--- config.mk ---
export PLATFORM = sky130hd
export DESIGN_NAME = encoder_tachometer_with_calibration_core
export DESIGN_NICKNAME = d
export VERILOG_FILES = /design/src/hw/rtl/etc_pkg.sv /design/src/hw/rtl/etc_front.sv /design/src/hw/rtl/etc_queue.sv /design/src/hw/rtl/etc_back.sv /design/src/hw/rtl/encoder_tachometer_with_calibration_core.sv
export VERILOG_INCLUDE_DIRS = /design/src /design/src/hw/rtl
export SDC_FILE = /design/constraint.sdc
export NUM_CORES = 2
export LEC_CHECK = 0
export BUFFER_PORTS_ARGS = -buffer_cell sky130_fd_sc_hd__buf_2
export CAP_MARGIN = 5
export CORE_ASPECT_RATIO = 0.6
export CORE_MARGIN = 2
export CORE_UTILIZATION = 55
export DETAILED_ROUTE_END_ITERATION = 7
export PLACE_DENSITY_LB_ADDON = 0.3
export REMOVE_ABC_BUFFERS = 1
export SYNTH_ARGS = -nofsm -noshare
export SYNTH_HDL_FRONTEND = slang
export SYNTH_HIERARCHICAL = 1
export SYNTH_SLANG_ARGS = --single-unit
--- constraint.sdc ---
create_clock -name clk -period 15.98 [get_ports clk]
set_input_delay 0.799 -clock clk [delete_from_list [all_inputs] [get_ports clk]]
set_output_delay 0.799 -clock clk [all_outputs]
set_load 0.01 [all_outputs]
--- src/hw/rtl/assert_macros.svh ---
// Assertion macros shared by the tachometer RTL.
// No dependencies; included by files that check their own logic.
`ifndef ASSERT_MACROS_SVH
`define ASSERT_MACROS_SVH

// Property checked on every rising edge outside reset.
`define ASSERT_AT(label, clk, rst_n, prop, msg) \
    label: assert property (@(posedge clk) disable iff (!rst_n) (prop)) else $error(msg);

// Condition that must never be true outside reset.
`define ASSERT_NEVER(label, clk, rst_n, cond, msg) \
    `ASSERT_AT(label, clk, rst_n, !(cond), msg)

`endif

--- src/hw/rtl/etc_pkg.sv ---
// Types, codes and widths of the encoder tachometer.
// No dependencies; used by every module of the block.
`default_nettype none

package etc_pkg;

    // running pulse count width
    localparam int COUNT_BITS = 32;

    localparam int PPR_W   = 17;
    localparam int SCALE_W = 24;
    localparam int NUM_W   = COUNT_BITS + SCALE_W;
    localparam int DEN_W   = 32 + PPR_W;
    localparam int DIV_CNT_W = $clog2(NUM_W);

    // 60000 * 256
    localparam logic [SCALE_W-1:0] RPM_SCALE = SCALE_W'(15360000);
    localparam logic [PPR_W-1:0]   CAL_MAX   = '1;
    localparam logic [PPR_W-1:0]   PPR_MAX   = PPR_W'(100000);
    localparam logic [15:0]        PERIOD_RESET = 16'd100;

    localparam logic [1:0] CMD_EDGE   = 2'd0;
    localparam logic [1:0] CMD_TIME   = 2'd1;
    localparam logic [1:0] CMD_START  = 2'd2;
    localparam logic [1:0] CMD_FINISH = 2'd3;

    localparam logic [2:0] ST_OK      = 3'd0;
    localparam logic [2:0] ST_STARTED = 3'd1;
    localparam logic [2:0] ST_ALREADY = 3'd2;
    localparam logic [2:0] ST_NOT_CAL = 3'd3;
    localparam logic [2:0] ST_INVALID = 3'd4;
    localparam logic [2:0] ST_SAVED   = 3'd5;

    localparam int QUEUE_DEPTH = 2;
    localparam int QPTR_W = $clog2(QUEUE_DEPTH);
    localparam int QCNT_W = $clog2(QUEUE_DEPTH + 1);

    typedef enum logic [1:0] {
        KIND_EDGE,
        KIND_TIME,
        KIND_START,
        KIND_FINISH
    } kind_t;

    typedef struct packed {
        kind_t       kind;
        logic        b_level;
        logic [31:0] now_ms;
    } item_t;

    // queue handshake toward the back end
    typedef struct packed {
        logic  valid;
        item_t item;
    } qhead_t;

endpackage

`default_nettype wire

--- src/hw/rtl/etc_front.sv ---
// Front end: takes requests, decodes the command into an item kind.
// Depends on etc_pkg; feeds etc_queue.
`default_nettype none

module etc_front (
    input  wire logic          clk,
    input  wire logic          rst_n,
    input  wire logic          in_valid,
    output logic               in_stall,
    input  wire logic [1:0]    cmd,
    input  wire logic          b_level,
    input  wire logic [31:0]   now_ms,
    input  wire logic          q_full,
    output logic               push,
    output etc_pkg::item_t     push_item
);

    logic           front_valid_reg;
    etc_pkg::item_t front_item_reg;
    etc_pkg::kind_t kind;
    logic           accept;

    always_comb
    begin
        case (cmd)
            etc_pkg::CMD_EDGE:  kind = etc_pkg::KIND_EDGE;
            etc_pkg::CMD_TIME:  kind = etc_pkg::KIND_TIME;
            etc_pkg::CMD_START: kind = etc_pkg::KIND_START;
            default:            kind = etc_pkg::KIND_FINISH;
        endcase
    end

    assign in_stall  = front_valid_reg && q_full;
    assign accept    = in_valid && !in_stall;
    assign push      = front_valid_reg && !q_full;
    assign push_item = front_item_reg;

    always_ff @(posedge clk or negedge rst_n)
    begin
        if (!rst_n)
        begin
            front_valid_reg <= 1'b0;
        end
        else if (accept)
        begin
            front_valid_reg <= 1'b1;
        end
        else if (push)
        begin
            front_valid_reg <= 1'b0;
        end
    end

    always_ff @(posedge clk)
    begin
        if (accept)
        begin
            front_item_reg.kind    <= kind;
            front_item_reg.b_level <= b_level;
            front_item_reg.now_ms  <= now_ms;
        end
    end

endmodule

`default_nettype wire

--- src/hw/rtl/etc_queue.sv ---
// Short FIFO of decoded items between front and back end.
// Depends on etc_pkg and assert_macros.svh.
`default_nettype none
`include "assert_macros.svh"

module etc_queue (
    input  wire logic           clk,
    input  wire logic           rst_n,
    input  wire logic           push,
    input  wire etc_pkg::item_t push_item,
    output logic                full,
    input  wire logic           pop,
    output etc_pkg::qhead_t     head
);

    etc_pkg::item_t                 entry_reg [etc_pkg::QUEUE_DEPTH];
    logic [etc_pkg::QPTR_W-1:0]     wr_ptr_reg;
    logic [etc_pkg::QPTR_W-1:0]     rd_ptr_reg;
    logic [etc_pkg::QCNT_W-1:0]     count_reg;

    assign full = (count_reg == etc_pkg::QCNT_W'(etc_pkg::QUEUE_DEPTH));
    assign head = '{valid: (count_reg != '0), item: entry_reg[rd_ptr_reg]};

    always_ff @(posedge clk or negedge rst_n)
    begin
        if (!rst_n)
        begin
            wr_ptr_reg <= '0;
            rd_ptr_reg <= '0;
            count_reg  <= '0;
        end
        else
        begin
            if (push)
            begin
                wr_ptr_reg <= (wr_ptr_reg == etc_pkg::QPTR_W'(etc_pkg::QUEUE_DEPTH - 1)) ?
                              '0 : wr_ptr_reg + 1'b1;
            end
            if (pop)
            begin
                rd_ptr_reg <= (rd_ptr_reg == etc_pkg::QPTR_W'(etc_pkg::QUEUE_DEPTH - 1)) ?
                              '0 : rd_ptr_reg + 1'b1;
            end
            if (push && !pop)
            begin
                count_reg <= count_reg + 1'b1;
            end
            else if (pop && !push)
            begin
                count_reg <= count_reg - 1'b1;
            end
        end
    end

    always_ff @(posedge clk)
    begin
        if (push)
        begin
            entry_reg[wr_ptr_reg] <= push_item;
        end
    end

    `ASSERT_NEVER(a_no_overflow, clk, rst_n, push && full, "push into full queue")
    `ASSERT_NEVER(a_no_underflow, clk, rst_n, pop && !head.valid, "pop from empty queue")
    `ASSERT_AT(a_count_bound, clk, rst_n,
               count_reg <= etc_pkg::QCNT_W'(etc_pkg::QUEUE_DEPTH), "queue count out of range")

endmodule

`default_nettype wire

--- src/hw/rtl/etc_back.sv ---
// Back end: counter state, calibration, speed sample with restoring divider,
// result register. Depends on etc_pkg and assert_macros.svh.
`default_nettype none
`include "assert_macros.svh"

module etc_back (
    input  wire logic                clk,
    input  wire logic                rst_n,
    input  wire logic                cfg_wr_en,
    input  wire logic [15:0]         cfg_wr_data,
    input  wire etc_pkg::qhead_t     head,
    output logic                     pop,
    output logic                     out_valid,
    input  wire logic                out_stall,
    output logic [2:0]               status,
    output logic [31:0]              rpm_q8,
    output logic signed [31:0]       position_count,
    output logic                     is_calibrating,
    output logic                     is_calibrated,
    output logic [16:0]              pulses_per_rev
);

    localparam int CB = etc_pkg::COUNT_BITS;

    typedef enum logic [1:0] {
        B_IDLE,
        B_MUL,
        B_DIV,
        B_FIN
    } bstate_t;

    bstate_t state_reg, state_next;

    logic [15:0]                 period_reg;
    logic [CB-1:0]               pulse_reg, pulse_next;
    logic [CB-1:0]               win_cnt_reg, win_cnt_next;
    logic [31:0]                 win_ms_reg, win_ms_next;
    logic [etc_pkg::PPR_W-1:0]   calib_reg, calib_next;
    logic                        active_reg, active_next;
    logic [etc_pkg::PPR_W-1:0]   ppr_reg, ppr_next;
    logic [31:0]                 speed_reg, speed_next;

    logic [CB-1:0]               mag_reg, mag_next;
    logic [31:0]                 elapsed_reg, elapsed_next;
    logic [31:0]                 snap_now_reg, snap_now_next;
    logic [etc_pkg::NUM_W-1:0]   num_reg, num_next;
    logic [etc_pkg::DEN_W-1:0]   den_reg, den_next;
    logic [etc_pkg::DEN_W-1:0]   rem_reg, rem_next;
    logic [etc_pkg::DIV_CNT_W-1:0] cnt_reg, cnt_next;

    logic                        out_valid_reg, out_valid_next;
    logic [2:0]                  status_reg, status_next;
    logic [31:0]                 rpm_reg;
    logic signed [31:0]          pos_reg;
    logic                        calibrating_reg;
    logic                        calibrated_reg;
    logic [etc_pkg::PPR_W-1:0]   ppr_out_reg;

    logic                        out_free;
    logic                        out_load;
    logic [31:0]                 elapsed;
    logic [CB-1:0]               delta;
    logic [CB-1:0]               mag;
    logic [etc_pkg::DEN_W:0]     trial;
    logic [etc_pkg::DEN_W:0]     diff;
    logic                        ge;
    logic [31:0]                 sat_rpm;

    assign out_free = !out_valid_reg || !out_stall;
    assign pop      = head.valid && (state_reg == B_IDLE) && out_free;

    assign elapsed = head.item.now_ms - win_ms_reg;
    assign delta   = pulse_reg - win_cnt_reg;
    assign mag     = delta[CB-1] ? (~delta + CB'(1)) : delta;

    // one quotient bit per cycle
    assign trial = {rem_reg, num_reg[etc_pkg::NUM_W-1]};
    assign diff  = trial - {1'b0, den_reg};
    assign ge    = (trial >= {1'b0, den_reg});

    assign sat_rpm = (|num_reg[etc_pkg::NUM_W-1:32]) ? '1 : num_reg[31:0];

    always_comb
    begin
        state_next     = state_reg;
        pulse_next     = pulse_reg;
        win_cnt_next   = win_cnt_reg;
        win_ms_next    = win_ms_reg;
        calib_next     = calib_reg;
        active_next    = active_reg;
        ppr_next       = ppr_reg;
        speed_next     = speed_reg;
        mag_next       = mag_reg;
        elapsed_next   = elapsed_reg;
        snap_now_next  = snap_now_reg;
        num_next       = num_reg;
        den_next       = den_reg;
        rem_next       = rem_reg;
        cnt_next       = cnt_reg;
        status_next    = etc_pkg::ST_OK;
        out_load       = 1'b0;

        case (state_reg)
            B_IDLE:
            begin
                if (pop)
                begin
                    out_load = 1'b1;
                    case (head.item.kind)
                        etc_pkg::KIND_EDGE:
                        begin
                            pulse_next = head.item.b_level ? pulse_reg - CB'(1)
                                                           : pulse_reg + CB'(1);
                            if (active_reg && (calib_reg != etc_pkg::CAL_MAX))
                            begin
                                calib_next = calib_reg + 1'b1;
                            end
                        end
                        etc_pkg::KIND_TIME:
                        begin
                            if ((elapsed == '0) || (ppr_reg == '0))
                            begin
                                speed_next = '0;
                            end
                            else if (elapsed >= {16'h0, period_reg})
                            begin
                                out_load      = 1'b0;
                                mag_next      = mag;
                                elapsed_next  = elapsed;
                                snap_now_next = head.item.now_ms;
                                state_next    = B_MUL;
                            end
                        end
                        etc_pkg::KIND_START:
                        begin
                            if (active_reg)
                            begin
                                status_next = etc_pkg::ST_ALREADY;
                            end
                            else
                            begin
                                calib_next  = '0;
                                active_next = 1'b1;
                                status_next = etc_pkg::ST_STARTED;
                            end
                        end
                        default:
                        begin
                            if (!active_reg)
                            begin
                                status_next = etc_pkg::ST_NOT_CAL;
                            end
                            else
                            begin
                                active_next  = 1'b0;
                                win_cnt_next = pulse_reg;
                                win_ms_next  = head.item.now_ms;
                                speed_next   = '0;
                                if ((calib_reg == '0) || (calib_reg > etc_pkg::PPR_MAX))
                                begin
                                    status_next = etc_pkg::ST_INVALID;
                                end
                                else
                                begin
                                    ppr_next    = calib_reg;
                                    status_next = etc_pkg::ST_SAVED;
                                end
                            end
                        end
                    endcase
                end
            end
            B_MUL:
            begin
                num_next   = etc_pkg::NUM_W'(mag_reg) * etc_pkg::NUM_W'(etc_pkg::RPM_SCALE);
                den_next   = etc_pkg::DEN_W'(elapsed_reg) * etc_pkg::DEN_W'(ppr_reg);
                rem_next   = '0;
                cnt_next   = etc_pkg::DIV_CNT_W'(etc_pkg::NUM_W - 1);
                state_next = B_DIV;
            end
            B_DIV:
            begin
                rem_next = ge ? diff[etc_pkg::DEN_W-1:0] : trial[etc_pkg::DEN_W-1:0];
                num_next = {num_reg[etc_pkg::NUM_W-2:0], ge};
                if (cnt_reg == '0)
                begin
                    state_next = B_FIN;
                end
                else
                begin
                    cnt_next = cnt_reg - 1'b1;
                end
            end
            default:
            begin
                // num_reg now holds the quotient
                if (out_free)
                begin
                    speed_next   = sat_rpm;
                    win_cnt_next = pulse_reg;
                    win_ms_next  = snap_now_reg;
                    out_load     = 1'b1;
                    state_next   = B_IDLE;
                end
            end
        endcase

        if (out_load)
        begin
            out_valid_next = 1'b1;
        end
        else if (!out_stall)
        begin
            out_valid_next = 1'b0;
        end
        else
        begin
            out_valid_next = out_valid_reg;
        end
    end

    always_ff @(posedge clk or negedge rst_n)
    begin
        if (!rst_n)
        begin
            state_reg       <= B_IDLE;
            period_reg      <= etc_pkg::PERIOD_RESET;
            pulse_reg       <= '0;
            win_cnt_reg     <= '0;
            win_ms_reg      <= '0;
            calib_reg       <= '0;
            active_reg      <= 1'b0;
            ppr_reg         <= '0;
            speed_reg       <= '0;
            out_valid_reg   <= 1'b0;
            mag_reg         <= '0;
            elapsed_reg     <= '0;
            snap_now_reg    <= '0;
            num_reg         <= '0;
            den_reg         <= '0;
            rem_reg         <= '0;
            cnt_reg         <= '0;
            status_reg      <= etc_pkg::ST_OK;
            rpm_reg         <= '0;
            pos_reg         <= '0;
            calibrating_reg <= 1'b0;
            calibrated_reg  <= 1'b0;
            ppr_out_reg     <= '0;
        end
        else
        begin
            state_reg     <= state_next;
            if (cfg_wr_en)
            begin
                period_reg <= cfg_wr_data;
            end
            pulse_reg     <= pulse_next;
            win_cnt_reg   <= win_cnt_next;
            win_ms_reg    <= win_ms_next;
            calib_reg     <= calib_next;
            active_reg    <= active_next;
            ppr_reg       <= ppr_next;
            speed_reg     <= speed_next;
            out_valid_reg <= out_valid_next;
            mag_reg       <= mag_next;
            elapsed_reg   <= elapsed_next;
            snap_now_reg  <= snap_now_next;
            num_reg       <= num_next;
            den_reg       <= den_next;
            rem_reg       <= rem_next;
            cnt_reg       <= cnt_next;
            if (out_load)
            begin
                status_reg      <= status_next;
                rpm_reg         <= speed_next;
                pos_reg         <= 32'($signed(pulse_next));
                calibrating_reg <= active_next;
                calibrated_reg  <= (ppr_next != '0);
                ppr_out_reg     <= ppr_next;
            end
        end
    end

    assign out_valid      = out_valid_reg;
    assign status         = status_reg;
    assign rpm_q8         = rpm_reg;
    assign position_count = pos_reg;
    assign is_calibrating = calibrating_reg;
    assign is_calibrated  = calibrated_reg;
    assign pulses_per_rev = ppr_out_reg;

    `ASSERT_AT(a_pop_idle, clk, rst_n, pop |-> (state_reg == B_IDLE), "pop outside idle")
    `ASSERT_AT(a_div_no_result, clk, rst_n,
               (state_reg == B_DIV) |-> !out_valid_reg, "result pending during divide")
    `ASSERT_AT(a_mul_to_div, clk, rst_n,
               (state_reg == B_MUL) |=> (state_reg == B_DIV), "multiply not followed by divide")

endmodule

`default_nettype wire

--- src/hw/rtl/encoder_tachometer_with_calibration_core.sv ---
// Top level of the encoder tachometer with ppr calibration.
// Depends on etc_pkg, etc_front, etc_queue and etc_back.
//
//   channel | direction | handshake           | payload
//   in      | request   | in_valid / in_stall | cmd, b_level, now_ms
//   out     | result    | out_valid/out_stall | status, rpm_q8, position_count,
//           |           |                     | is_calibrating, is_calibrated,
//           |           |                     | pulses_per_rev
//   cfg     | write     | cfg_wr_en           | cfg_wr_data (sample_period_ms)
//
// Edge, start, finish and non-sampling time requests are served in the idle
// state. A window-closing time request goes on through the multiply, divide
// and finish states; the restoring divider gives one quotient bit per cycle.
// Results leave through the output register. Meanwhile the two-entry queue
// and front register take requests until full. Reset clears all but the item
// data registers; no clearing pass. A stalled result holds the back end.
`default_nettype none

module encoder_tachometer_with_calibration_core (
    input  wire logic          clk,
    input  wire logic          rst_n,
    input  wire logic          cfg_wr_en,
    input  wire logic [15:0]   cfg_wr_data,
    input  wire logic          in_valid,
    output logic               in_stall,
    input  wire logic [1:0]    cmd,
    input  wire logic          b_level,
    input  wire logic [31:0]   now_ms,
    output logic               out_valid,
    input  wire logic          out_stall,
    output logic [2:0]         status,
    output logic [31:0]        rpm_q8,
    output logic signed [31:0] position_count,
    output logic               is_calibrating,
    output logic               is_calibrated,
    output logic [16:0]        pulses_per_rev
);

    logic            q_full;
    logic            push;
    etc_pkg::item_t  push_item;
    logic            pop;
    etc_pkg::qhead_t head;

    etc_front u_front (
        .clk       (clk),
        .rst_n     (rst_n),
        .in_valid  (in_valid),
        .in_stall  (in_stall),
        .cmd       (cmd),
        .b_level   (b_level),
        .now_ms    (now_ms),
        .q_full    (q_full),
        .push      (push),
        .push_item (push_item)
    );

    etc_queue u_queue (
        .clk       (clk),
        .rst_n     (rst_n),
        .push      (push),
        .push_item (push_item),
        .full      (q_full),
        .pop       (pop),
        .head      (head)
    );

    etc_back u_back (
        .clk            (clk),
        .rst_n          (rst_n),
        .cfg_wr_en      (cfg_wr_en),
        .cfg_wr_data    (cfg_wr_data),
        .head           (head),
        .pop            (pop),
        .out_valid      (out_valid),
        .out_stall      (out_stall),
        .status         (status),
        .rpm_q8         (rpm_q8),
        .position_count (position_count),
        .is_calibrating (is_calibrating),
        .is_calibrated  (is_calibrated),
        .pulses_per_rev (pulses_per_rev)
    );

endmodule

`default_nettype wire

Word-level counts from Yosys, hierarchy flattened
Memory sizes are Yosys's and may differ from the RTL's.
Index checks and enable logic that the tools add are counted.

cells by class
  $add $sub $neg = 12
  multiply operators = 2
  order comparisons = 3
  equality and inequality tests = 19
  mux-type cells = 68
  bitwise operators = 3
  reductions and logical operators = 42

operator list
  cell                    number
  $mux 32                 18
  $pmux 32 s2             4
  $mux 17                 7
  $pmux 56 s2             1
  $pmux 49 s2             1
  $add 32x1->32 const B   2
  $sub 32x32->32          2
  $ge 50x49->1            1
  $mul 32x17->49          1
  $mux 49                 1
  $sub 49x49->49          1
  $mul 32x11->43 const B  1
  $logic_not 17->1        2
  $pmux 17 s2             1
  $ge 32x16->1            1
  $logic_not 32->1        1
  $not 32->32             1
  $sub 32x1->32 const B   1
  $reduce_or 24->1        1
  $mux 2                  9
  $add 17x1->17 const B   1
  $gt 17x17->1 const B    1
  $ne 17x17->1 const B    1
  $reduce_bool 17->1      1
  other kinds (28)        88

word-level totals
  flip-flop bits (word level) = 564
  memory bits (writable) = 70
  output and inout bits = 88
  logic and storage cells = 180
  memories kept = 1

memories
  memory             depth  bits a word  rd ports  clocked after memory_dff  write ports  RTL line         text
  u_queue.entry_reg  2      35           1         0                         1            etc_queue.sv:16  etc_pkg::item_t entry_reg [etc_pkg::QUEUE_DEPTH];

Logic depth before layout (Yosys ltp)
An unclocked memory read counts as a cell.

  word-level depth = 9
  mapped depth = 27

Modules after synthesis
Netlist, hierarchy kept.

by module, submodules not included
  module     instances  cells each  area an instance (um^2)  sequential area each (um^2)
  etc_back   1          5,871       54,001.8                 13,116.3
  etc_queue  1          125         2,865.2                  2,202.1
  etc_front  1          42          1,116.1                  1,076.0

Least setup slack after synthesis
OpenSTA, ideal clock, no wires.

  kind = flip-flop to flip-flop
  start = register u_back.elapsed_reg[10]
  end = register u_back/den_reg[43] (netlist bit)
  arrival = 6.679 ns
  required time = 15.860 ns
  path slack = 9.181 ns
  stages on the path, launching flop included = 25
  path buffers = 2
  clock period less this slack = 6.799 ns
  path through = dfrtp_1 clkbuf_1 clkbuf_1 nand2_1 fa_1 fa_1 fa_1 fa_1 inv_1 fa_1 inv_1 fa_1 inv_1 ha_1 a21o_1 a21oi_1 o21ai_0 a21oi_1 nand3_1 a311oi_1 o311ai_0 a41oi_1 a21boi_0 or3_1 a31o_2

on the way
  longest elaborated chain between the ends = 1

RTL lines
  what                      RTL line         text
  start: declaration        etc_back.sv:44   logic [31:0] elapsed_reg, elapsed_next;
  start signal: assignment  etc_back.sv:266  elapsed_reg <= elapsed_next;
  $mul 32x17->49            etc_back.sv:176  den_next = etc_pkg::DEN_W'(elapsed_reg) * etc_pkg::DEN_W'(ppr_reg);
  end signal: assignment    etc_back.sv:269  den_reg <= den_next;
  end: declaration          etc_back.sv:47   logic [etc_pkg::DEN_W-1:0] den_reg, den_next;

No other way between the ends.
A chain may end at the register's enable or synchronous reset.

Final worst setup path
  start = register u_back/ppr_reg[8] (netlist bit)
  end = register u_back/den_reg[43] (netlist bit)

on the way
  longest elaborated chain between the ends = 1

RTL lines
  what                      RTL line         text
  start: declaration        etc_back.sv:40   logic [etc_pkg::PPR_W-1:0] ppr_reg, ppr_next;
  start signal: assignment  etc_back.sv:262  ppr_reg <= ppr_next;
  $mul 32x17->49            etc_back.sv:176

No other way between the ends.

==> reports/metrics.csv <==
stage;metric;value;unit
critical_path;cpMostUsedCell;fa_1;
cts;root_buffer;clkbuf_16;
yosys;synth_ff_type;dfrtp_1;
yosys;synth-seq-cells;634;
sta;worstMarginPinSlew;1.20;ns
critical_path;slowest_delay;0.98;ns
critical_path;path_cells;nand2_1, fa_1, fa_1, fa_1, fa_1, fa_1, fa_1, inv_1, ha_1, o21a_1, o21a_1, o21a_1, nor3_1, a21oi_1, a311oi_1, o311ai_1, buf_4, a41oi_1, a21boi_0, or3_1, a31o_2;
place;dp_cells;7377;
critical_path;cp.arrival;8.53;ns
route;drc;0;
yosys;netlist_area;58000;um2
critical_path;start_kind;flop;
cts;cts_tree;yes;
critical_path;end_kind;flop;
layout;fin_util;59.3;%
die;dieWidth;423;um
die;core;105000;um2
critical_path;cp_num_buf_inv;2;
run_status;outcome;finished, final reports clean;
job;cap_violations;0;
cts;cts.sinks;634;
place;hpwl;112000;um
critical_path;crit_required;16.53;ns
route;vias_per_cell;5.77;
yosys;yosysSeqAreaShare;28.3;%
cts;clock_path_buffers;3;
global_route;track_usage;28.0;%
die;row_count;92;
sta;fmax;125;MHz
layout;largest_reg_flops;70;
place;gp_congestion;0.934;
yosys;syn_area_per_cell;9.60;um2
sta;tns;0;ns
place;place_area;59800;um2
cts;htreeDepth;3;
cts;cts_resized;0;
die;die_area;108000;um2
route;ant_nets;0;
pwr;leakage;30.2;nW
sta;slew_violations;0;
yosys;synth-edff-count;105;
pwr;peakVddDrop;0.0753;mV
die;pin_count;144;
sta;hold_viol;0;
yosys;synthCells;6038;
route;dr.first_iter.drc_count;3974;
route;wl;148000;um
sta;rsz0062_at_grt;no;
cts;numCtsBuffers;67;
cts;hold_buffers;0;
critical_path;critical_path.max_fanout;34;
cts;postCtsSetupBuffers;0;
yosys;ys_types;88;
die;die_y;256;um
cts;clk_pin_slew;0.07;ns
route;wl_per_cell;19.7;um
die;initial_core_util;55.4;%
global_route;grt_overflow;0;
global_route;grt_max_degree;177;
critical_path;crit_type;flop to flop;
pwr;powerDensity;64.8;nW/um2
sta;finClkSkew;0.0363;ns
route;drtPass1Iterations;7;
global_route;grt_pass1_vias;43000;
layout;nNetsFinal;7086;
place;pre_cts_ws;8.15;ns
worst_hold_path;hold_class;primary input to asynchronous set/reset pin;
sta;final-setup-viol-count;0;
critical_path;cp_top_family;adder cells;
layout;syn2layout_area_growth;7.08;%
critical_path;slowest_stage;a311oi_1;
yosys;yosys_warnings;6;
sta;min_period_over_period;50.0;%
sta;max_slew_margin;19.8;%
sta;finalWorstSetupSlack;8.00;ns
layout;diodes;0;
global_route;antenna_found_initial;1;
layout;final_design_area_no_fill;62100;um2
place;io_buffers;143;
global_route;grt_pass1_wl;243000;um
cts;insertion_delay;0.67;ns
yosys;synth_async_sr_flop_share;83.4;%
sta;fin_crit;7.98;ns
route;vias;43200;
layout;drive_gt1_share;9.02;%
layout;layoutNonFillerInstCount;7499;
-- worst reg2reg max path, cell delays in order (launching register included) --
cell and delay, ns:
dfrtp_2 0.93, nand2_1 0.25, fa_1 0.63, fa_1 0.46
fa_1 0.59, fa_1 0.43, fa_1 0.46, fa_1 0.60
inv_1 0.08, ha_1 0.37, o21a_1 0.21, o21a_1 0.16
o21a_1 0.17, nor3_1 0.13, a21oi_1 0.08, a311oi_1 0.98
o311ai_1 0.20, buf_4 0.22, a41oi_1 0.24, a21boi_0 0.13
or3_1 0.33, a31o_2 0.23
-- power by group --
part / leakage, nW / total [mW] / internal [mW] / switching [mW]
clock network: 1.09 / 1.64 / 0.927 / 0.718
logic: 21.3 / 0.613 / 0.217 / 0.396
registers: 7.78 / 1.76 / 1.74 / 0.0243
total: 30.2 / 4.02 / 2.88 / 1.14
-- cells by family after synthesis --
| kind of cell | after synthesis | share of synthesized area [%] |
|---|---|---|
| simple gates | 1574 | 12.8 |
| buf+inv | 1180 | 7.86 |
| compound gates | 1102 | 12.2 |
| fa+ha+maj | 994 | 29.1 |
| flops | 634 | 28.3 |
| mux | 314 | 6.10 |
| xor+xnor | 240 | 3.63 |
-- final timing paths --
path / depth (start not counted) / from / slack [ns] / end
worst max-delay path: 21 / u_back/ppr_reg[8]$_DFF_PN0_ / 8.00 / u_back/den_reg[43]$_DFFE_PN0P_
worst min-delay path: 1 / rst_n / 0.14 / u_back/position_count[3]$_DFFE_PN0P_
worst max register to register: 21 / u_back/ppr_reg[8]$_DFF_PN0_ / 8.00 / u_back/den_reg[43]$_DFFE_PN0P_
worst min register to register: 0 / u_front/push_item[7]$_DFFE_PP_ / 0.44 / u_queue/entry_reg[0][7]$_DFFE_PP_
max in group asynchronous: 4 / rst_n / 12.73 / u_back/period_reg[1]$_DFFE_PN0P_
min in group clk: 1 / now_ms[20] / 0.33 / u_front/push_item[20]$_DFFE_PP_
-- cells in the final DEF (no fill, tap or decap), types with 40 or more instances in the layout --
cell type  count
a21o_1       115
a21oi_1      334
and2_1       221
buf_2        142
buf_4         51
clkbuf_16     70
dfrtp_1      524
edfxtp_1     105
fa_1         594
ha_1         397
inv_1        913
mux2_2       159
mux2i_1      105
nand2_1      611
nand2b_1      42
nand3_1       83
nor2_1       335
nor3_1        54
o21a_1        40
o21ai_0      248
o221ai_1      41
xnor2_1      143
xor2_1        97
-- cell usage after synthesis, types with 36 or more instances --
cell       instances  share of area (%)
nand2b_1          42               0.45
mux2i_1          105                1.8
xor2_1            97                1.5
a21o_1           115                1.5
nor3_1            54               0.47
o21ai_0          248                2.1
and2_1           222                2.4
mux2_2           159                3.1
clkbuf_1         231                1.5
fa_1             594                 21
o21a_1            41               0.53
a21oi_1          336                2.9
inv_1            913                5.9
edfxtp_1         105                5.4
nand2_1          611                4.0
ha_1             400                8.6
o2bb2ai_1         36               0.54
nand3_1           83               0.72
a211oi_1          39               0.50
dfrtp_1          526                 23
xnor2_1          143                2.2
nor2_1           335                2.2
o221ai_1          41               0.62
-- per-layer routing --
metal  global-route usage (%)  up-vias  wire [um]
met1                     44.9    21500      71100
met5                        0        -         16
met3                     7.00      136      14500
li1                         -    19900          -
met2                     38.2     1671      59600
met4                     5.28        2       2300
-- layout make-up --
cell class,instances,area (um2)
clock buffers,90,1900
well taps,1410,1760
inverters,914,3430
multi-input cells,4224,37100
clock inverters,32,358
fillers,8926,42700
flip-flops and latches,634,16400
repair buffers,195,1130
-- metrics by stage --
step,hold slack (ns),total power [mW]
final,0.143,4.02
after global routing,0.221,4.20
after global placement,0.424,2.38
after detailed placement,0.432,2.40
after CTS,0.161,4.06
after floorplan,0.421,2.20
Power figures use the tool's default switching activity.
